File: config.mk
export PLATFORM = sky130hd
export DESIGN_NAME = flog2_queue
export DESIGN_NICKNAME = d
export VERILOG_FILES = /design/src/design/flog2_pkg.sv /design/src/design/flog2_queue.sv
export SDC_FILE = /design/constraint.sdc
export NUM_CORES = 1
export LEC_CHECK = 0
export BUFFER_PORTS_ARGS = -buffer_cell sky130_fd_sc_hd__buf_2
export CAP_MARGIN = 10
export CORE_UTILIZATION = 52
export CTS_BUF_LIST = sky130_fd_sc_hd__clkbuf_8 sky130_fd_sc_hd__clkbuf_16
export CTS_CLUSTER_DIAMETER = 150
export CTS_CLUSTER_SIZE = 20
export DETAILED_ROUTE_END_ITERATION = 6
export PLACE_DENSITY = 0.82
export REMOVE_ABC_BUFFERS = 1
export SYNTH_ARGS = -nofsm -noshare
export SYNTH_HDL_FRONTEND = slang
export SYNTH_SLANG_ARGS = --single-unit
File: constraint.sdc
create_clock -name clk_i -period 5.05 [get_ports clk_i]
set_input_delay 1.01 -clock clk_i [delete_from_list [all_inputs] [get_ports clk_i]]
set_output_delay 1.01 -clock clk_i [all_outputs]
set_load 0.005 [all_outputs]
File: src/design/flog2_pkg.sv
// Shared types, constants and status codes for the single-precision log2 block.
// No dependencies.
package flog2_pkg;

  localparam int FRAC_BITS = 30;
  localparam int AW = FRAC_BITS + 8;
  localparam int PW = $clog2(AW);

  typedef enum logic [1:0] {
    ST_NORMAL  = 2'd0,
    ST_INVALID = 2'd1,
    ST_ZERO    = 2'd2,
    ST_EXACT   = 2'd3
  } status_e;

  localparam logic [31:0] QNAN_NEG = 32'hFFC00000;
  localparam logic [31:0] QNAN_POS = 32'h7FC00000;
  localparam logic [31:0] NEG_INF  = 32'hFF800000;
  localparam logic [31:0] POS_INF  = 32'h7F800000;
  localparam logic [31:0] ONE_BITS = 32'h3F800000;

  localparam logic [31:0] TBL_IN  [5] = '{32'h3F800000, 32'h40000000, 32'h402DF854,
                                          32'h40490FDB, 32'h40C90FDB};
  localparam logic [31:0] TBL_OUT [5] = '{32'h00000000, 32'h3F800000, 32'h3FB8AA3B,
                                          32'h3FD3643A, 32'h4029B21D};

  typedef struct packed {
    logic               special;
    logic [31:0]        res;
    status_e            st;
    logic signed [8:0]  e;
    logic [23:0]        m;
  } item_t;

  typedef struct packed {
    logic                  valid;
    logic                  special;
    logic [31:0]           res;
    status_e               st;
    logic signed [8:0]     e;
    logic [62:0]           y;
    logic [FRAC_BITS-1:0]  f;
  } sq_t;

endpackage

File: src/design/flog2_queue.sv
// Two-entry request queue between front end and squaring pipeline.
// Depends on flog2_pkg.
module flog2_queue (
  input  logic             clk_i,
  input  logic             rst_ni,
  input  logic             push_i,
  input  flog2_pkg::item_t item_i,
  input  logic             pop_i,
  output flog2_pkg::item_t item_o,
  output logic             empty_o,
  output logic             full_o
);

  flog2_pkg::item_t mem_q [2];
  logic       wr_q, rd_q;
  logic [1:0] cnt_q;

  assign empty_o = (cnt_q == 2'd0);
  assign full_o  = (cnt_q == 2'd2);
  assign item_o  = mem_q[rd_q];

  always_ff @(posedge clk_i) begin
    if (push_i) mem_q[wr_q] <= item_i;
  end

  always_ff @(posedge clk_i or negedge rst_ni) begin
    if (!rst_ni) begin
      wr_q  <= 1'b0;
      rd_q  <= 1'b0;
      cnt_q <= 2'd0;
    end else begin
      if (push_i) wr_q <= ~wr_q;
      if (pop_i)  rd_q <= ~rd_q;
      cnt_q <= cnt_q + 2'(push_i) - 2'(pop_i);
    end
  end

endmodule

* Word level (Yosys, flattened, before mapping)
Memories as Yosys holds them, arrays and structs flattened.
Index checks and enable logic that the tools add are counted.
** Storage, ports and cells
- Word-level logic and storage cells :: 12
- Bits in registers :: 4
- Memories :: 1
- Bits in writable memories :: 136
- Output and inout bits :: 70
- Input bits :: 72
** Memory list
- mem_q :: depth 2, width 68, read ports 1, clocked after Yosys merged registers in 0, wr ports 1, RTL line flog2_queue.sv:14 : flog2_pkg::item_t mem_q [2];
** Cells by class
- Reduce and logical (&&, ||, !) cells :: 1
- Bitwise gates (word level) :: 2
- Add/subtract/negate cells :: 2
- Equal/unequal tests :: 1
- Muxes and demuxes :: 2
** Operator list (number)
- $add A2 B1 Y2 :: 1
- $eq A2 B2 Y1 const B :: 1
- $logic_not A2 Y1 :: 1
- $mux W1 :: 2
- $not A1 Y1 :: 2
- $sub A2 B1 Y2 :: 1

* Logic depth before layout (Yosys ltp)
Gate-level depths: netlist (run 1).
- Depth after elaboration :: 2
- Gate-level depth with buffers :: 5
- Gate-level depth less buffers :: 5

* Worst setup path before layout (run 1)
Ideal clock, no wire load.
- Path type :: input to register
- Start :: input push_i
- End :: memory mem_q[0][0] in the netlist's numbering (enable)
- Data required time :: 4.547 ns
- Stages on the path :: 1
- Buffers on the path :: 0
- Setup slack :: 0.552 ns
- Library setup time :: 0.503 ns
- Data arrival time :: 3.995 ns
- Path through :: nor2b_1
** On the way
- Word-level cells in the longest chain between the ends :: 2
** Ends and longest elaborated chain
- start: declaration :: RTL line flog2_queue.sv:6 : input logic push_i,
- $mux W1 :: RTL line flog2_queue.sv:23 : if (push_i) mem_q[wr_q] <= item_i;
- $mux W1 (implied by the code) :: RTL line flog2_queue.sv:23
- end: declaration :: RTL line flog2_queue.sv:14
Every way passes these cells.

==> impl_metrics.yaml, run 1 <==
synth:
  ys_seq_area_share_pct: 81.30
  synth_common_cells: "136 x edfxtp_1, 58 x mux2_2, 10 x mux2_4, 5 x buf_2, 4 x dfrtp_1"
  ys_async_sr_fraction_pct: 2.857
  syn_avg_cell_area_um2: 22.67
  synth.area.top_cells: "edfxtp_1 79%, mux2_2 13%, mux2_4 2.9%"
  synth_edf_count: 136
  synthCells: 227
  ys_ff_latch: 140
  ys_types: 14
  synth_warnings: 0
  yosys.area.top_type: "edfxtp_1"
  synth_top_cell_area_share_pct: 79.36
  syn_area_um2: 5146
  synthMostInstantiatedCell: "edfxtp_1"
  ys.flop_type: "edfxtp_1"
floorplanning:
  core_area_um2: 9415
  initial_utilization_pct: 54.66
  die_y_um: 101.5
  num_rows: 35
  die_w_um: 101.5
  ios: 142
  dieArea_um2: 10300
detailed_routing:
  vias_per_cell: 4.895
  drt_iter0_drc: 59
  first_pass_iters: 4
  drc_errors: 0
  routed_wl_mm: 8.578
  final_antenna_net_count: 0
  num_vias: 2560
  drt-wirelength-per-cell_um: 16.40
run:
  maxCapViolCount: 0
grt:
  gr-total-overflow: 0
  grt_pass1_vias: 2678
  grt_first_pass_wirelength_mm: 12.72
  grt_max_degree: 70
  grt_usage_pct: 17.17
  grt_antenna_before_repair: 0
timing:
  tightestPinTransition_ns: 0.9932
  worst_clock_skew_ns: 0.008535
  final_max_slew_viol_count: 0
  hold_viol: 0
  timing.fmax_mhz: 314.9
  fin_tns_setup_ns: 0
  rsz0062_at_grt: "no"
  fin_crit_ns: 3.176
  finalSetupViolCount: 0
  fin_crit_sh_pct: 62.89
  slew-limit-headroom_pct: 33.79
cells_and_area:
  drive_above_1_share_pct: 61.68
  diodes: 0
  finalNetCount: 455
  nFillCells: 628
  syn_to_final_growth_pct: 27.57
  stdcell_count: 523
  final_util_pct: 69.73
clock_network:
  cts_tree: "built"
  numClockSinks: 140
  cts.root.buffer_cell: "clkbuf_8"
  clkTransAtPathRegs_ns: 0.06
  ctsLongestPathBuffers: 2
  insertion_delay_ns: 0.50
  cts_buffers: 17
  cts-htree-levels: 4
  cts-hold-fix-buffers: 0
  cts_resized: 0
  cts_setup_buffers: 0
worst_setup_path:
  cp_max_fo: 69
  cp.arrival_ns: 2.17
  cp-end-kind: "primary output"
  worstPathRequired_ns: 4.04
  worstSetupStartpointType: "register"
  crit_type: "register to primary output"
power_and_ir_drop:
  irDropWorstVdd_mv: 0.4296
  cellPowerDensity_nw_per_um2: 568.8
  p_leak_nw: 2.546
status:
  status: "finished, final reports clean"
placed_design:
  place_hpwl_mm: 5.274
  place_congestion: 0.6693
  io_buffers: 141
  dp.cells: 491
worst_hold_path:
  hold_path.class: "input pin to async pin"
-- path summary, 6_finish.rpt --
path,startpoint,to,slack (ns),cells after the start
max in group asynchronous,rst_ni,rd_q,4.60,1
min,rst_ni,rd_q,0.31,1
max,rd_q,item_o[19],1.87,2
max reg2reg,wr_q,mem_q[0][26],3.40,2
min reg2reg,wr_q,wr_q,0.54,1
min in group clk_i,wr_q,wr_q,0.54,1
-- worst max-delay path, cell delays in order (launching register included) --
cell     delay (ns)
dfrtp_4        1.06
mux2_2         0.42
buf_2          0.13
-- logic make-up (layout without fill, tap and decap cells) --
logic type	after synthesis	after routing	synth area share, %
simple gates	4	4	0.4376
buf+inv	10	177	1.361
flops	140	140	81.30
xor+xnor	3	3	0.8023
fa+ha+maj	2	2	0.4862
mux	68	68	15.61
-- metal layers --
metal  GRT usage, %  up-vias  wire, µm
li1               -     1205         -
met1          19.33     1265      3533
met2          29.25       86      4469
met3          6.487        4       533
met4          7.692        0        41
met5              0        -         0
-- through the flow --
| step | cell area [µm²] | power, mW | hold WS [ns] | setup slack (ns) |
|---|---|---|---|---|
| 2_1_floorplan | 5084 | 2.199 | 0.4555 | 0.5521 |
| 3_3_place_gp | 5979 | 2.526 | 0.5294 | 2.395 |
| 3_5_place_dp | 5979 | 2.554 | 0.5346 | 2.392 |
| 4_1_cts | 6565 | 3.779 | 0.2818 | 1.840 |
| 5_1_grt | 6565 | 3.906 | 0.2791 | 1.754 |
| 6_report | 6565 | 3.734 | 0.3130 | 1.874 |
-- report_power, final --
group	switching, mW	leakage [nW]	internal, mW
sequential	0.169	1.32	1.55
combinational	0.326	0.942	0.474
clock	0.468	0.282	0.752
total	0.962	2.55	2.77
-- flip-flops by register name (all words and copies together), names as in the netlist --
| signal | flops |
|---|---|
| rd_q | 1 |
| mem_q | 136 |
| cnt_q | 2 |
| wr_q | 1 |
-- cell type report --
type / instances / area [µm²] / area share (%)
sequential: 140 / 4188 / 63.79
multi-input combinational: 77 / 902.1 / 13.74
timing repair buffer: 143 / 720.7 / 10.98
clock buffer: 17 / 414.1 / 6.308
clock inverter: 15 / 171.4 / 2.611
tap: 129 / 161.4 / 2.459
inverter: 2 / 7.507 / 0.1144
-- cell usage in the layout, fill, tap and decap left out --
cell type   netlist  layout
edfxtp_1        136     136
ha_1              2       2
nor2_1            1       1
buf_4             0       2
bufinv_16         0       3
dfrtp_1           4       3
mux2_4           10      10
clkbuf_16         0      16
dfrtp_4           0       1
nor2b_1           2       1
clkinv_1          0       1
and2_4            0       1
clkinvlp_4        0       4
mux2_2           58      58
nor2b_4           0       1
xor2_1            2       2
buf_2             5     141
inv_6             0       4
clkinv_2          0       1
inv_1             2       4
clkbuf_8          0       1
xor3_1            1       1
No activity file was read; power rests on OpenSTA's default activity.
==> run 2, diff against run 1 <==
Settings changed: CORE_UTILIZATION 52 to 47, PLACE_DENSITY 0.82 to 0.79.
Clock period 5.05 ns to 2.75 ns, I/O delays scaled along.
==> run 2 against run 1 <==
Effect of this change:
- sequential share of layout area shrank 0.70 points
- clock power grew 82%
- sequential power grew 76%
- first-iteration DRC count grew 130%
- cell area grew 1.1%
- critical path depth grew 1
- global-route usage shrank 0.91 points
- combinational power grew 110%
- die area grew 10%
- clock skew shrank 0.0043 ns
- register-to-register slack lost 2.2 ns
- cell count grew 2.1%
- largest cell class unchanged
- largest power group unchanged
==> impl_metrics.yaml, run 2 (synthesized netlist as in run 1, its figures left out) <==
clock_network:
  insertion_delay_ns: 0.50
  cts_setup_buffers: 0
  clkTransAtPathRegs_ns: 0.06
  cts_buffers: 17
  numClockSinks: 140
  cts_tree: "built"
  cts_resized: 0
  ctsLongestPathBuffers: 2
  cts-hold-fix-buffers: 1
  cts-htree-levels: 4
  cts.root.buffer_cell: "clkbuf_8"
power_and_ir_drop:
  irDropWorstVdd_mv: 0.5139
  finalPower_mw: 6.889
  cellPowerDensity_nw_per_um2: 1038
  p_leak_nw: 2.589
grt:
  grt_max_degree: 46
  grt_pass1_vias: 2721
  grt_usage_pct: 16.26
  grt_antenna_before_repair: 0
  grt_first_pass_wirelength_mm: 13.53
  gr-total-overflow: 0
detailed_routing:
  met3_length_um: 631
  vias_per_cell: 4.846
  routed_wl_mm: 8.731
  wirelength_met1_mm: 3.464
  final_antenna_net_count: 0
  top_layer: "met4"
  first_pass_iters: 4
  drt_iter0_drc: 135
  drc_errors: 0
  num_vias: 2588
  wl_met2_mm: 4.558
  drt-wirelength-per-cell_um: 16.35
placed_design:
  place_hpwl_mm: 5.796
  dpl_worst_slack_ns: 0.7421
  postPlaceCellArea_um2: 6036
  dp.cells: 501
  io_buffers: 141
  place_congestion: 0.7022
worst_setup_path:
  cp_max_fo: 19
  cp.arrival_ns: 1.96
  crit_type: "register to primary output"
  worstSetupStartpointType: "register"
  worstPathRequired_ns: 2.20
  cp-end-kind: "primary output"
cells_and_area:
  regMostFlops: "mem_q"
  diodes: 0
  stdcell_count: 534
  final_util_pct: 63.44
  largest_reg_flops: 136
  drive_above_1_share_pct: 61.81
  finalInstanceArea_um2: 6638
  final_common_cell: "buf_2"
  finalNetCount: 459
  multiInputGateArea_um2: 902.1
  largest_registers: "mem_q (136), cnt_q (2)"
  final_cell_mix: "141 x buf_2, 136 x edfxtp_1, 58 x mux2_2"
  seq_area_um2: 4188
  syn_to_final_growth_pct: 28.98
  nFillCells: 770
timing:
  fin_crit_ns: 2.506
  tightestPinTransition_ns: 0.6096
  final_max_slew_viol_count: 0
  rsz0062_at_grt: "no"
  hold_viol: 0
  finalSetupViolCount: 0
  slew-limit-headroom_pct: 59.36
  fin_crit_sh_pct: 91.13
  fin_ws_ns: 0.2438
  whs_ns: 0.2361
  timing.fmax_mhz: 399.0
  fin_tns_setup_ns: 0
  worst_clock_skew_ns: 0.004273
floorplanning:
  core_area_um2: 10460
  die_y_um: 106.6
  num_rows: 37
  dieArea_um2: 11370
  die_w_um: 106.6
  initial_utilization_pct: 49.19
  ios: 142
run:
  maxCapViolCount: 0
status:
  status: "finished, final reports clean"
worst_hold_path:
  hold_path.class: "input pin to register"
## run 2: cell count changes in the layout (fill, tap and decap cells not counted)
cell	change
buf_12	+2
clkbuf_8	+2
dlygate4sd3_1	+1
clkinv_4	+2
clkinv_2	+2
buf_4	+1
clkinvlp_4	-3
inv_6	-3
## run 2: critical path, cell delays in order, from the launching register on
cell and delay [ns]:
dfrtp_4 0.62, buf_4 0.32, mux2_2 0.37, buf_2 0.13
## run 2: report_power, final
group	leakage, nW	internal [mW]	switching [mW]
combinational	0.969	0.914	0.745
clock	0.298	1.42	0.804
sequential	1.32	2.84	0.167
## run 2: path summary, 6_finish.rpt
check / from / end / slack, ns / depth (start not counted)
min in group asynchronous: rst_ni / rd_q / 0.38 / 2
worst max register to register: wr_q / mem_q[1][42] / 1.21 / 2
max in group asynchronous: rst_ni / rd_q / 2.23 / 2
worst min register to register: wr_q / wr_q / 0.54 / 1
worst max-delay path: rd_q / item_o[25] / 0.24 / 3
worst min-delay path: item_i[20] / mem_q[1][20] / 0.24 / 1
## run 2: area by class of cell
type                       instances  area share (%)
sequential                       140           63.09
multi-input combinational         77           13.59
timing repair buffer             147           11.72
clock buffer                      19           6.654
tap                              136           2.564
clock inverter                    13           2.262
inverter                           2          0.1131
## run 2: routing by layer
metal	global-route usage [%]	vias to the layer above
li1	-	1219
met3	6.626	8
met2	27.33	91
met5	0	-
met1	18.87	1270
met4	5.577	0
==> run 3, diff against run 2 <==
--- a/config.mk
+++ b/config.mk
@@ -16,2 +16,3 @@
 export REMOVE_ABC_BUFFERS = 1
+export SKIP_CTS_REPAIR_TIMING = 1
 export SYNTH_ARGS = -nofsm -noshare
==> constraint.sdc (replaced) <==
create_clock -name clk_i -period 2.75 [get_ports clk_i]
set_input_delay 0.275 -clock clk_i [delete_from_list [all_inputs] [get_ports clk_i]]
set_output_delay 0.275 -clock clk_i [all_outputs]
set_load 0.005 [all_outputs]
==> run 3 against run 2 <==
Effect of this change:
- clock skew increased by 0.0051 ns
- die area unchanged
- cell count increased by 12%
- setup slack improved by 0.0031 ns
- hold slack got worse by 0.13 ns
==> impl_metrics.yaml, run 3 (synthesized netlist as in run 1, its figures left out) <==
cells_and_area:
  final_cell_mix: "141 x buf_2, 136 x edfxtp_1, 71 x dlygate4sd3_1"
  largest_reg_flops: 136
  diodes: 0
  final_util_pct: 69.34
  final_common_cell: "buf_2"
  multiInputGateArea_um2: 902.1
  syn_to_final_growth_pct: 40.97
  regMostFlops: "mem_q"
  stdcell_count: 598
  drive_above_1_share_pct: 51.52
  finalInstanceArea_um2: 7254
  seq_area_um2: 4188
  nFillCells: 703
  finalNetCount: 525
  largest_registers: "mem_q (136), cnt_q (2)"
timing:
  timing.fmax_mhz: 399.5
  rsz0062_at_grt: "no"
  final_max_slew_viol_count: 0
  fin_crit_ns: 2.503
  whs_ns: 0.1035
  fin_ws_ns: 0.2469
  fin_tns_setup_ns: 0
  tightestPinTransition_ns: 1.014
  finalSetupViolCount: 0
  hold_viol: 0
  slew-limit-headroom_pct: 32.37
  worst_clock_skew_ns: 0.009413
  fin_crit_sh_pct: 91.02
grt:
  gr-total-overflow: 0
  grt_first_pass_wirelength_mm: 12.82
  grt_pass1_vias: 2667
  grt_usage_pct: 15.43
  grt_max_degree: 70
  grt_antenna_before_repair: 0
floorplanning:
  ios: 142
  core_area_um2: 10460
  num_rows: 37
  dieArea_um2: 11370
  initial_utilization_pct: 49.19
  die_w_um: 106.6
  die_y_um: 106.6
clock_network:
  ctsLongestPathBuffers: 2
  numClockSinks: 140
  cts_buffers: 17
  cts-htree-levels: 4
  cts.root.buffer_cell: "clkbuf_8"
  cts_tree: "built"
  clkTransAtPathRegs_ns: 0.06
  insertion_delay_ns: 0.51
power_and_ir_drop:
  power_frac_clock_pct: 31.0
  p_int_mw: 5.129
  finalPower_mw: 6.843
  power.switching_mw: 1.714
  p_sw_share_pct: 25.05
  pwr-share-comb_pct: 22.9
  p_leak_nw: 2.841
  p_seq_share_pct: 46.1
  irDropWorstVdd_mv: 0.6672
  cellPowerDensity_nw_per_um2: 943.3
detailed_routing:
  drc_errors: 0
  final_antenna_net_count: 0
  drt-wirelength-per-cell_um: 16.12
  vias_per_cell: 4.781
  routed_wl_mm: 9.642
  drt_iter0_drc: 117
  num_vias: 2859
  first_pass_iters: 4
worst_setup_path:
  worstPathRequired_ns: 2.48
  cp_max_fo: 69
  worstSetupStartpointType: "register"
  crit_type: "register to primary output"
  cp-end-kind: "primary output"
  cp.arrival_ns: 2.23
placed_design:
  dpl_worst_slack_ns: 0.8038
  place_hpwl_mm: 5.129
  io_buffers: 141
  postPlaceCellArea_um2: 5993
  dp.cells: 497
  place_congestion: 0.6745
run:
  maxCapViolCount: 0
worst_hold_path:
  hold_path.class: "input pin to async pin"
status:
  status: "finished, final reports clean"
## run 3: cell count changes in the layout (fill, tap and decap cells not counted), sizes merged
| cell | change |
|---|---|
| buf | -4 |
| clkbuf | -2 |
| dlygate4sd3 | +70 |
## run 3: final cells by class
class                   count  area share (%)
multi-input cells          77           12.44
flip-flops and latches    140           57.73
clock inverters            13           1.880
inverters                   2          0.1035
well taps                 136           2.346
clock buffers              17           5.709
repair buffers            213           19.80
## run 3: worst paths after layout
check / startpoint / end / slack, ns / depth (start not counted)
hold reg to reg: wr_q / wr_q / 0.55 / 1
setup reg to reg: wr_q / mem_q[1][9] / 1.13 / 1
max in group asynchronous: rst_ni / rd_q / 2.50 / 2
hold / removal: rst_ni / cnt_q[1] / 0.10 / 2
min in group clk_i: item_i[59] / mem_q[1][59] / 0.49 / 2
setup / recovery: rd_q / item_o[42] / 0.25 / 2
## run 3: per-layer routing
metal	track usage (%)	up-vias	routed length, µm
met5	0	-	0
met4	6.164	0	90
met3	6.201	9	490
met2	25.48	92	5356
met1	17.99	1405	3705
li1	-	1353	-
## run 3: power by group through the flow
stage               sequential, mW  clock [mW]  combinational, mW
CTS                           3.16        2.16               1.50
global placement              3.17           0               1.48
floorplan                     3.12           0              0.915
finish                        3.15        2.12               1.57
detailed placement            3.20           0               1.49
global route                  3.21        2.25               1.69
## run 3: critical path, stage by stage (launching register included)
cell and delay [ns]:
dfrtp_4 1.04, mux2_2 0.44, buf_2 0.13
