[src/design/flog2_pkg.sv]
// Shared types, constants and status codes for the single-precision log2 block.
// No dependencies.
package flog2_pkg;

  localparam int FRAC_BITS = 30;
  localparam int AW = FRAC_BITS + 8;
  localparam int PW = $clog2(AW);

  typedef enum logic [1:0] {
    ST_NORMAL  = 2'd0,
    ST_INVALID = 2'd1,
    ST_ZERO    = 2'd2,
    ST_EXACT   = 2'd3
  } status_e;

  localparam logic [31:0] QNAN_NEG = 32'hFFC00000;
  localparam logic [31:0] QNAN_POS = 32'h7FC00000;
  localparam logic [31:0] NEG_INF  = 32'hFF800000;
  localparam logic [31:0] POS_INF  = 32'h7F800000;
  localparam logic [31:0] ONE_BITS = 32'h3F800000;

  localparam logic [31:0] TBL_IN  [5] = '{32'h3F800000, 32'h40000000, 32'h402DF854,
                                          32'h40490FDB, 32'h40C90FDB};
  localparam logic [31:0] TBL_OUT [5] = '{32'h00000000, 32'h3F800000, 32'h3FB8AA3B,
                                          32'h3FD3643A, 32'h4029B21D};

  typedef struct packed {
    logic               special;
    logic [31:0]        res;
    status_e            st;
    logic signed [8:0]  e;
    logic [23:0]        m;
  } item_t;

  typedef struct packed {
    logic                  valid;
    logic                  special;
    logic [31:0]           res;
    status_e               st;
    logic signed [8:0]     e;
    logic [62:0]           y;
    logic [FRAC_BITS-1:0]  f;
  } sq_t;

endpackage

[src/design/flog2_front.sv]
// Front end: classifies an operand into a special result or exponent/mantissa.
// Depends on flog2_pkg.
module flog2_front (
  input  logic [31:0]          operand_bits_i,
  output flog2_pkg::item_t     item_o
);

  logic [7:0]  ex;
  logic [22:0] fr;
  logic [4:0]  pos;
  logic [4:0]  shamt;
  logic        hit;
  logic [31:0] tres;

  assign ex = operand_bits_i[30:23];
  assign fr = operand_bits_i[22:0];

  always_comb begin
    pos = '0;
    for (int i = 0; i < 23; i++) begin
      if (fr[i]) pos = 5'(i);
    end
    shamt = 5'd23 - pos;
    hit  = 1'b0;
    tres = '0;
    for (int i = 0; i < 5; i++) begin
      if (operand_bits_i == flog2_pkg::TBL_IN[i]) begin
        hit  = 1'b1;
        tres = flog2_pkg::TBL_OUT[i];
      end
    end
  end

  always_comb begin
    item_o.special = 1'b1;
    item_o.res     = '0;
    item_o.st      = flog2_pkg::ST_NORMAL;
    item_o.e       = '0;
    item_o.m       = '0;
    if (ex == 8'hFF && fr != '0) begin
      item_o.res = operand_bits_i | 32'h00400000;
      item_o.st  = flog2_pkg::ST_INVALID;
    end else if (operand_bits_i[31]) begin
      item_o.res = ({1'b0, operand_bits_i[30:0]} < flog2_pkg::ONE_BITS) ?
                   flog2_pkg::QNAN_NEG : flog2_pkg::QNAN_POS;
      item_o.st  = flog2_pkg::ST_INVALID;
    end else if (operand_bits_i == '0) begin
      item_o.res = flog2_pkg::NEG_INF;
      item_o.st  = flog2_pkg::ST_ZERO;
    end else if (operand_bits_i == flog2_pkg::POS_INF) begin
      item_o.res = flog2_pkg::POS_INF;
    end else if (hit) begin
      item_o.res = tres;
      item_o.st  = flog2_pkg::ST_EXACT;
    end else begin
      item_o.special = 1'b0;
      if (ex == '0) begin
        item_o.e = -9'sd126 - $signed({4'd0, shamt});
        item_o.m = {1'b0, fr} << shamt;
      end else begin
        item_o.e = $signed({1'b0, ex}) - 9'sd127;
        item_o.m = {1'b1, fr};
      end
    end
  end

endmodule

[config.mk]
export PLATFORM = sky130hd
export DESIGN_NAME = flog2_front
export DESIGN_NICKNAME = d
export VERILOG_FILES = /design/src/design/flog2_pkg.sv /design/src/design/flog2_front.sv
export SDC_FILE = /design/constraint.sdc
export NUM_CORES = 1
export LEC_CHECK = 0
export ABC_CLOCK_PERIOD_IN_PS = 5000
export BUFFER_PORTS_ARGS = -buffer_cell sky130_fd_sc_hd__buf_4
export CAP_MARGIN = 20
export CORE_UTILIZATION = 54
export DETAILED_ROUTE_END_ITERATION = 8
export PLACE_DENSITY = 0.94
export SLEW_MARGIN = 10
export SYNTH_ARGS = -nofsm -noshare
export SYNTH_HDL_FRONTEND = slang
export SYNTH_SLANG_ARGS = --single-unit
[constraint.sdc]
create_clock -name vclk -period 5
set_clock_uncertainty 0.1 [all_clocks]
set_input_delay 1 -clock vclk [all_inputs]
set_output_delay 1 -clock vclk [all_outputs]
set_load 0.02 [all_outputs]
**Word-level counts from Yosys, hierarchy flattened**

Index checks and enable logic that the tools add are counted.

- Memory bits (read-only): 0
- Output and inout port bits: 68
- Latch bits: 0
- Memories kept: 0
- Bits in writable memories: 0
- Register bits after elaboration: 0
- Input bits: 32

- Bitwise gates (word level): 0
- Multiply operators: 0
- Mux-type cells: 48
- Add/subtract/negate cells: 3
- $lt $le $gt $ge: 1
- Reduce and logical (&&, ||, !) cells: 4
- Divide/modulo/power cells: 0
- Shifts and indexed selects: 1
- Equality and inequality tests: 7

Operator list:

| kind | count |
|---|---|
| $mux 33 | 5 |
| $eq 32x31->1 const B | 5 |
| $mux 32 | 5 |
| $mux 34 | 4 |
| $mux 5 | 20 |
| $mux 35 | 1 |
| $eq 32x30->1 const B | 1 |
| $logic_not 32->1 | 1 |
| $lt 31x30->1 const B | 1 |
| $mux 30 | 1 |
| $shl 23x5->24 | 1 |
| $reduce_bool 23->1 | 1 |
| $mux 1 | 11 |
| $sub 8x6->9 const A | 1 |
| $sub 8x7->9 const B | 1 |
| $eq 8x8->1 const B | 1 |
| $logic_not 8->1 | 1 |
| $sub 5x5->5 const A | 1 |
| $mux 2 | 1 |
| $logic_and 1x1->1 | 1 |

**Logic depth before layout (Yosys ltp)**

Gate-level depths: netlist (run 1).

- Depth after elaboration: 30
- Gate-level depth with buffers: 13
- Mapped depth without buffers: 10

**Worst setup path before layout (run 1)**

Ideal clock, no wire load.

- Path kind: in2out
- Start: in operand_bits_i[16]
- End: out item_o[19] (netlist bit)
- Cell stages on the path: 13
- Required time: 3.900 ns
- Data arrival time: 3.960 ns
- Setup slack: -0.060 ns
- Path through: buf_2 > or4_1 > a211oi_1 > buf_2 > inv_1 > clkbuf_1 > ha_1 > nor2_1 > nand2_1 > a31o_2 > o21ai_0 > a21oi_1 > a311oi_1

RTL lines:

| element | RTL line | text |
|---|---|---|
| start, declared | flog2_front.sv:4 | `input logic [31:0] operand_bits_i,` |
| end, declared | flog2_front.sv:5 | `output flog2_pkg::item_t item_o` |

==> results of run 1 <==
==> cell families (layout without fill, tap and decap cells) <==
kind of cell,count (synthesis),in the layout,synth area share [%]
AO/OA/AOI/OAI,185,185,46.7
XOR/XNOR,7,7,2.09
adder cells (fa/ha/maj),4,4,1.71
buffers and inverters,59,149,8.57
multiplexers,14,14,5.07
other,0,1,0
AND/OR/NAND/NOR,188,188,35.9
==> area by class of cell <==
cell class,count,area (um2)
fillers,427,1300
well taps,70,87.6
diodes,1,2.50
repair buffers,135,1030
multi-input cells,398,2700
inverters,14,52.6
==> metrics by stage <==
step	cell area, um2	setup WS, ps	std cells	utilization [%]
after floorplan	2950	20.3	457	-
final	3870	141	618	74.8
after CTS	3860	192	617	74.6
after detailed placement	3860	212	617	74.6
after global routing	3870	45.6	617	74.8
after global placement	3860	242	617	74.6
==> cells in the mapped netlist (4+ instances only) <==
cell	number
sky130_fd_sc_hd__buf_2	15
sky130_fd_sc_hd__or3_1	4
sky130_fd_sc_hd__nor4_1	4
sky130_fd_sc_hd__o211ai_1	9
sky130_fd_sc_hd__a211o_1	6
sky130_fd_sc_hd__and2_1	4
sky130_fd_sc_hd__inv_1	12
sky130_fd_sc_hd__and3_1	6
sky130_fd_sc_hd__a211oi_1	14
sky130_fd_sc_hd__a22oi_1	10
sky130_fd_sc_hd__a32oi_1	5
sky130_fd_sc_hd__o21ai_0	26
sky130_fd_sc_hd__nand4_1	6
sky130_fd_sc_hd__nor2_1	45
sky130_fd_sc_hd__mux2_2	7
sky130_fd_sc_hd__a21o_1	18
sky130_fd_sc_hd__clkbuf_1	28
sky130_fd_sc_hd__nand3_1	24
sky130_fd_sc_hd__mux2i_1	7
sky130_fd_sc_hd__a21oi_1	32
sky130_fd_sc_hd__a221oi_1	5
sky130_fd_sc_hd__a21boi_0	4
sky130_fd_sc_hd__nor2b_1	7
sky130_fd_sc_hd__o31ai_1	4
sky130_fd_sc_hd__o21ai_1	5
sky130_fd_sc_hd__xnor2_1	5
sky130_fd_sc_hd__o22ai_1	4
sky130_fd_sc_hd__nor3_1	9
sky130_fd_sc_hd__nand2_1	43
sky130_fd_sc_hd__ha_1	4
==> critical path, cell delays in order <==
cell and delay, ps:
sky130_fd_sc_hd__buf_4 130, sky130_fd_sc_hd__buf_4 180, sky130_fd_sc_hd__nor4_4 340, sky130_fd_sc_hd__and4_1 340, sky130_fd_sc_hd__a41oi_1 270, sky130_fd_sc_hd__o21ai_1 370, sky130_fd_sc_hd__o2111ai_4 300, sky130_fd_sc_hd__nor3_4 280
sky130_fd_sc_hd__nand2_1 160, sky130_fd_sc_hd__o211ai_1 210, sky130_fd_sc_hd__buf_4 170
==> worst paths after layout <==
path / endpoint / slack [ps] / cells after the start
max: item_o[10] / 140 / 11
min: item_o[57] / 2300 / 3
==> per-layer routing <==
metal | GRT usage, % | vias to the layer above
met1 | 56.3 | 1976
met5 | 0 | -
li1 | - | 1963
met4 | 29.4 | 0
met3 | 14.6 | 96
met2 | 69.6 | 473
==> repair_timing <==
item                                    4_1_cts  5_1_grt
hold buffers                                  0        0
endpoints found under the setup margin        0        1
setup buffers                                 0        0
resized for setup                             0        1
==> results summary, run 1 <==
The area of the placeable core is 5170 um2. The pin slew with the least headroom to its limit came out at 746 ps. The die area is 5730 um2. The number of rows in the core area is 26. A synthesized cell averages 6.42 um2.

Counting the clock-network buffers in the layout gives 0. The post-route fraction of the period consumed by the critical path came out at 97.2%. The sequential element share of the synthesized area is 0%. In this run the count of I/O pins placed on the die edge is 100. The wire length on met2 is 5740 um. The top metal layer carrying routed signals is met4.

The signed area change from the synthesized netlist to the final layout came out at 31.9%. The total routed wirelength is 13600 um. In this run, the number of DRC markers left after iteration 0 of detailed routing was 531. The max-capacitance violation count is 0.

The final period demand of the worst path is 4860 ps. Counting every instance in the synthesized netlist gives 457. The number of hold violations in the final report was 0.

Summed over all nets, wire length on met3 after detailed routing comes to 1920 um. The routed wirelength normalized by instance count came out at 22.0 um. The via count of the first global-routing pass is 3805.

The first global-routing pass estimated 19800 um of wire. The number of port buffers came out at 100. STA classifies the critical path endpoint as a primary output.

In this run the most critical hold path is launched from operand_bits_i[31]. The most critical setup path has its startpoint at operand_bits_i[17]. The path class of the tightest hold or removal check is in2out.

The largest net degree at the start of global routing is 25. The data required time of the worst path came out at 3900 ps. Sorting the synthesized cells by area gives the leading types as sky130_fd_sc_hd__nor2_1 5.8%, sky130_fd_sc_hd__nand2_1 5.5%, sky130_fd_sc_hd__a21oi_1 5.5%. The run finished with clean final reports.

The final-report max-slew violation count is 0. Setup repair after global routing left no endpoint under its margin. In this run the horizontal extent of the chip is 75.7 um. The total vias in the final route is 4508. The largest area contributor in the synthesized netlist is sky130_fd_sc_hd__nor2_1. The final RePlAce weighted congestion is 1.06. In this run the remaining antenna-violating nets after routing total 0. Static timing analysis puts the maximum clock frequency at 206 MHz. The detailed placement HPWL came out at 9990 um.

The flip-flop and latch count came out at 0. The total of warnings raised by yosys came out at 0. Setup violations remaining at the end of the flow were counted as 0. The number of detailed-routing iterations run before antenna repair came out at 5. The highest fanout seen on the critical path came out at 11. The routed length on met1 came out at 5000 um. The critical path data arrival time is 3760 ps. The normalized max-slew margin came out at 50.1%.

For this run the aggregate overflow at the end of global routing stands at 0. The number of nets in the finished design is 585. The DRC violations left is 0.

The top cell types in the final layout, fill and taps aside, are 134 x sky130_fd_sc_hd__buf_4, 45 x sky130_fd_sc_hd__nor2_1, 43 x sky130_fd_sc_hd__nand2_1, 32 x sky130_fd_sc_hd__a21oi_1, 26 x sky130_fd_sc_hd__o21ai_0. The floorplan die height came out at 75.7 um. The area taken by flip-flops and latches came out at 0 um2. The critical path is of the in2out type.

The library cell used most frequently in the layout, excluding fill and tap cells, is sky130_fd_sc_hd__buf_4. The category of the worst setup path launch point is an input port. The initial antenna violation count came out at 1. The average via count per standard cell came out at 7.29. The number of nets in the synthesized netlist came out at 493.

The area share of the largest cell type after synthesis is 5.76%. Of the cells placed in the final design, the portion with a size suffix greater than 1 is 31.3%. The summed instance area of the synthesized netlist is 2930 um2. Hold is met by 2300 ps. The initial core utilization is 56.7%. The total global-route track usage is 46.0%. In the final timing run, aggregate negative setup slack is 0 ps.

The number of distinct library cell variants in the gate-level netlist after synthesis came out at 81.
==> run 2, diff against run 1 <==
--- a/config.mk
+++ b/config.mk
@@ -8,6 +8,7 @@
 export ABC_CLOCK_PERIOD_IN_PS = 5000
 export BUFFER_PORTS_ARGS = -buffer_cell sky130_fd_sc_hd__buf_4
 export CAP_MARGIN = 20
+export CORE_MARGIN = 8
 export CORE_UTILIZATION = 54
 export DETAILED_ROUTE_END_ITERATION = 8
 export PLACE_DENSITY = 0.94
==> results summary, run 2 (synthesized netlist as in run 1, its figures left out) <==
The post-route fraction of the period consumed by the critical path came out at 98.4% (+1.2 points). The average via count per standard cell is 7.36 (+0.85%). The highest attainable clock frequency came out at 203 MHz (-1.2%).

The antenna diode count is 0 (-1). The number of detailed-routing iterations run before antenna repair is 6 (+1). The total vias in the final route was 4539 (+0.69%). The floorplan die height is 89.7 um (+18%). The logic gate share of total power came out at 100.0%.

The total routed wirelength is 14500 um (+6.7%). The max-capacitance violation count was 0 (unchanged). The area of the placeable core is 5370 um2 (+3.8%). The worst setup path is launched from an input port.

The count of hold buffers inserted by post-cts repair came out at 0 (unchanged). STA classifies the critical path endpoint as a primary output. The share of post-route cells with drive strength above 1 came out at 31.2% (-0.069 points).

The data required time of the worst path was 3900 ps (about the same). The initial antenna violation count is 0 (-1). The final-report max-slew violation count came out at 0 (unchanged).

The die area came to 8050 um2 (+40%). The leakage component of the power came out at 1.74 nW. The pin slew with the least headroom to its limit came out at 649 ps (-97.4 ps). The number of nets in the finished design came out at 583 (-0.34%). The largest net degree at the start of global routing came out at 24 (-4.0%). The number of hold violations in the final report came out at 0 (unchanged). The worst-case IR drop observed on VDD is 0.0000569 V. The library cell used most frequently in the layout, excluding fill and tap cells, is sky130_fd_sc_hd__buf_4. The overall power consumption is 348 uW. The number of clock-tree buffers in the layout was 0 (unchanged). The share of total power dissipated in the clock network is 0%. The post-route setup TNS is 0 ps (unchanged).

The initial core utilization is 54.6% (-2.1 points). The number of endpoints failing setup at the final stage is 0 (unchanged). The DRC violations left is 0 (unchanged). The total power divided by cell area came out at 89.9 nW/um2. The final worst hold slack is 2270 ps (-34.4 ps). The horizontal extent of the die came out at 89.7 um (+18%). Setup repair after global routing left no endpoint under its margin. The via count of the first global-routing pass is 4320 (+14%). The pre-CTS setup slack came out at 155 ps (-56.9 ps). Of the total power, the share spent switching nets is 62.2%. The highest fanout seen on the critical path is 13 (+2). The number of rows in the core area came to 27 (+3.8%). The detailed placement HPWL is 10900 um (+9.3%). The flip-flop and latch count is 0 (unchanged). The routed wirelength normalized by instance count is 23.5 um (+6.9%). The number of port buffers came to 100 (unchanged).

The global-route wire length before repair came out at 22900 um (+16%). The worst path setup slack after routing was 81.7 ps (-59.5 ps). The reported net switching power is 216 uW. The total global-route track usage is 33.1% (-13 points).

In the layout the commonest cells are 132 x sky130_fd_sc_hd__buf_4, 45 x sky130_fd_sc_hd__nor2_1, 43 x sky130_fd_sc_hd__nand2_1, 32 x sky130_fd_sc_hd__a21oi_1, 26 x sky130_fd_sc_hd__o21ai_0. The min-delay analysis places its worst path in the category in2out. The critical path data arrival time is 3820 ps (+60 ps). The final RePlAce weighted congestion came out at 1.14 (+7.5%). The critical path is of the in2out type. The normalized max-slew margin came out at 56.4% (+6.3 points). The signed area change from the synthesized netlist to the final layout is 31.8% (about the same). The post-route antenna net violation count came out at 0 (unchanged). The iteration-0 DRC count of the detailed router came out at 651 (+23%). The area taken by flip-flops and latches came out at 0 um2 (unchanged). The global-route congestion overflow total is 0 (unchanged).

Registers are responsible for 0% of the overall power. The internal power came out at 131 uW. The number of top-level pins came to 100 (unchanged). The run finished with clean final reports. The final period demand of the worst path is 4920 ps (+59.5 ps).
-- run 2: worst paths after layout --
path	startpoint	to	cells after the start
worst max-delay path	operand_bits_i[18]	item_o[13]	12
worst min-delay path	operand_bits_i[20]	item_o[55]	3
-- run 2: through the flow --
step	instance area (um2)	cells	utilization, %
final	3870	617	72.0
after global routing	3870	617	72.0
after CTS	3840	616	71.5
after detailed placement	3840	616	71.5
after global placement	3840	616	71.5
after floorplan	2950	457	-
-- run 2: routing by layer --
metal | wire length (um) | up-vias | track usage (%)
met5 | 0 | - | 0
met4 | 901 | 0 | 18.6
met3 | 2040 | 97 | 7.32
met2 | 6230 | 445 | 52.5
li1 | - | 1955 | -
met1 | 5300 | 2042 | 40.3
-- run 2: cell type report --
type                            instances  area [um2]
Fill cell                             445        1500
Inverter                               14        52.6
Multi-Input combinational cell        398        2710
Tap cell                               72        90.1
Timing Repair Buffer                  133        1010
-- run 2: worst max-delay path, stage by stage --
cell                       delay, ps
sky130_fd_sc_hd__buf_4           110
sky130_fd_sc_hd__buf_4           190
sky130_fd_sc_hd__or4_1           570
sky130_fd_sc_hd__a211oi_2        340
sky130_fd_sc_hd__nor2_1          110
sky130_fd_sc_hd__inv_2           170
sky130_fd_sc_hd__buf_4           170
sky130_fd_sc_hd__nor2_1          100
sky130_fd_sc_hd__a221oi_1        510
sky130_fd_sc_hd__nor4_1          100
sky130_fd_sc_hd__a211o_1         280
sky130_fd_sc_hd__buf_4           160
-- run 2: timing repair --
item / 4_1_cts / 5_1_grt
setup endpoints to repair: 0 / 5
gates resized for setup: 0 / 3
setup buffers: 0 / 1
-- run 2: power by group through the flow --
| stage | Sequential (mW) | Clock (mW) | Combinational (mW) |
|---|---|---|---|
| floorplan | 0 | 0 | 0.202 |
| global placement | 0 | 0 | 0.330 |
| detailed placement | 0 | 0 | 0.332 |
| CTS | 0 | 0 | 0.333 |
| global route | 0 | 0 | 0.364 |
| finish | 0 | 0 | 0.348 |
(Power assumes the default switching activity.)
==> run 3, diff against run 2 <==
--- a/config.mk
+++ b/config.mk
@@ -11,6 +11,7 @@
 export CORE_MARGIN = 8
 export CORE_UTILIZATION = 54
 export DETAILED_ROUTE_END_ITERATION = 8
+export GPL_TIMING_DRIVEN = 0
 export PLACE_DENSITY = 0.94
 export SLEW_MARGIN = 10
 export SYNTH_ARGS = -nofsm -noshare
==> results summary, run 3 (synthesized netlist as in run 1, its figures left out) <==
The area taken by flip-flops and latches came to 0 um2 (unchanged). The category of the worst setup path launch point is an input port. The final-report max-slew violation count is 0 (unchanged). The count of hold buffers inserted by post-cts repair is 0 (unchanged). The cell family contributing the most delay on the critical path is compound AO/OA/AOI/OAI gates. The number of rows in the core area is 27 (unchanged). The total routed wirelength came out at 17500 um (+21%). The floorplan die height came to 89.7 um (unchanged). The pre-CTS setup slack was -810 ps (-965 ps). The worst path setup slack after routing is -46.2 ps (-128 ps).

The DRC violations left was 0 (unchanged). The number of clock-tree buffers in the layout came to 0 (unchanged). The highest fanout seen on the critical path came out at 10 (-3).

The final worst hold slack came to 2300 ps (+34.0 ps). The overall power consumption was 380 uW (+9.4%). The number of endpoints failing setup at the final stage is 5 (+5). The detailed placement HPWL is 11400 um (+4.4%). The final standard cell count with taps included and fillers excluded was 640 (+3.7%). The global-route wire length before repair came to 23700 um (+3.4%). The average via count per standard cell was 7.94 (+7.9%). Leaving out fill and tap cells, the most frequent cell in the layout is sky130_fd_sc_hd__buf_4. The maximum vdd drop came out at 0.0000622 V (+9.3%).

The antenna diode count came out at 0 (unchanged). Leaving out fill and tap cells, the most frequent cells in the layout are 113 x sky130_fd_sc_hd__buf_4, 41 x sky130_fd_sc_hd__nand2_1, 41 x sky130_fd_sc_hd__nor2_1, 30 x sky130_fd_sc_hd__a21oi_1, 25 x sky130_fd_sc_hd__o21ai_0. The maximum cell stage delay along the critical path came out at 720 ps (+150 ps). Setup repair after global routing could not meet its margin everywhere.

The filler cell count in the final layout is 377 (-15%). The final RePlAce weighted congestion is 1.11 (-2.6%). The pin slew with the least headroom to its limit was 1080 ps (+431 ps). The number of nets in the finished design is 606 (+3.9%). The horizontal extent of the die came out at 89.7 um (unchanged). The total power divided by cell area came out at 90.6 nW/um2 (+0.85%).

The iteration-0 DRC count of the detailed router is 899 (+38%). In this run the most critical hold path is launched from operand_bits_i[31]. The max-capacitance violation count is 0 (unchanged). The post-route fraction of the period consumed by the critical path came out at 101% (+2.6 points).

The number of port buffers was 92 (-8.0%). The via count of the first global-routing pass came to 4308 (-0.28%). The flow ran to the end, but the final reports show violations. The total vias in the final route came out at 5079 (+12%). The post-route setup TNS is -127 ps (-127 ps).

The critical path start-end classification is in2out. The die area was 8050 um2 (unchanged). The critical path data arrival time is 3950 ps (+130 ps). The number of hold violations in the final report is 0 (unchanged). STA classifies the critical path endpoint as a primary output. Walking the worst path, the cells encountered are buf_4 -> buf_4 -> o311ai_0 -> nor2b_1 -> nor2_2 -> inv_2 -> mux2_2 -> o31ai_1 -> a21oi_1 -> a311oi_2 -> buf_4. The area of the placeable core came out at 5370 um2 (unchanged). The share of post-route cells with drive strength above 1 is 35.7% (+4.5 points).

The largest net degree at the start of global routing was 11 (-54%). The data required time of the worst path came out at 3900 ps (about the same). The post-route antenna net violation count is 0 (unchanged). The path with the worst hold slack has its endpoint at item_o[34].

The checks that failed: negative setup slack. The number of detailed-routing iterations run before antenna repair came out at 8 (+2). The largest individual stage delay along the critical path comes from the cell sky130_fd_sc_hd__o311ai_0. The total global-route track usage is 34.9% (+1.8 points).

The global-route congestion overflow total is 0 (unchanged). The routed wirelength normalized by instance count is 27.4 um (+17%). The leakage component of the power came out at 1.84 nW (+5.4%). The final period demand of the worst path came out at 5050 ps (+128 ps).

The number of buffers and inverters on the critical path is 4 (-1). The signed area change from the synthesized netlist to the final layout came out at 43.0%. The path class of the tightest hold or removal check is in2out. The library cell appearing most often on the critical path is sky130_fd_sc_hd__buf_4. The initial antenna violation count came out at 0 (unchanged).

The initial core utilization came out at 54.6% (unchanged). The flip-flop and latch count came out at 0 (unchanged). The number of top-level pins is 100 (unchanged). The number of cells after detailed placement came to 621 (+0.81%). The hold-critical path depth is 3 (unchanged). The normalized max-slew margin came out at 27.8% (-29 points).

The highest attainable clock frequency is 198 MHz (-2.5%).
==> run 3: cell count changes in the layout (fill, tap and decap cells not counted), sizes merged <==
| cell | previous run | this run |
|---|---|---|
| clkbuf | 0 | 23 |
| clkinvlp | 0 | 1 |
| inv | 14 | 13 |
==> run 3: repair_timing <==
| item | 4_1_cts | 5_1_grt |
|---|---|---|
| cloned | 0 | 1 |
| gates resized for setup | 31 | 62 |
| setup buffers | 4 | 16 |
| pin swaps | 4 | 16 |
| setup endpoints to repair | 26 | 35 |
==> run 3: per-layer routing <==
layer	wire length [um]	vias to the layer above	GRT usage (%)
li1	-	2000	-
met2	7150	653	53.9
met4	1680	0	22.1
met1	5750	2207	41.3
met3	2960	219	10.3
met5	0	-	0
==> run 3: cell type report <==
| class | count | area (um2) | share of cell area, % |
|---|---|---|---|
| Multi-Input combinational cell | 398 | 2900 | 69.1 |
| Buffer | 43 | 272 | 6.47 |
| Inverter | 14 | 56.3 | 1.34 |
| Timing Repair Buffer | 113 | 877 | 20.9 |
| Tap cell | 72 | 90.1 | 2.15 |
==> run 3: worst max-delay path by stage <==
stage                     slack [ps]    endpoint          startpoint  cells past startpoint
after floorplan                   20  item_o[17]  operand_bits_i[16]                     12
after global placement          -950  item_o[16]  operand_bits_i[19]                     15
after detailed placement        -810  item_o[16]  operand_bits_i[21]                     15
after CTS                        -60  item_o[16]  operand_bits_i[17]                     15
after global routing            -150   item_o[8]  operand_bits_i[11]                     10
final                            -50  item_o[18]  operand_bits_i[19]                     11
==> run 3: through the flow <==
stage	util, %	area, um2
after floorplan	-	2950
after global placement	69.4	3730
after detailed placement	69.4	3730
after CTS	72.0	3870
after global routing	78.1	4200
final	78.1	4200
==> run 3: report_power, final <==
| group | total [mW] | switching, mW | internal (mW) |
|---|---|---|---|
| clock network | 0 | 0 | 0 |
| registers | 0 | 0 | 0 |
| logic | 0.380 | 0.243 | 0.138 |
| total | 0.380 | 0.243 | 0.138 |
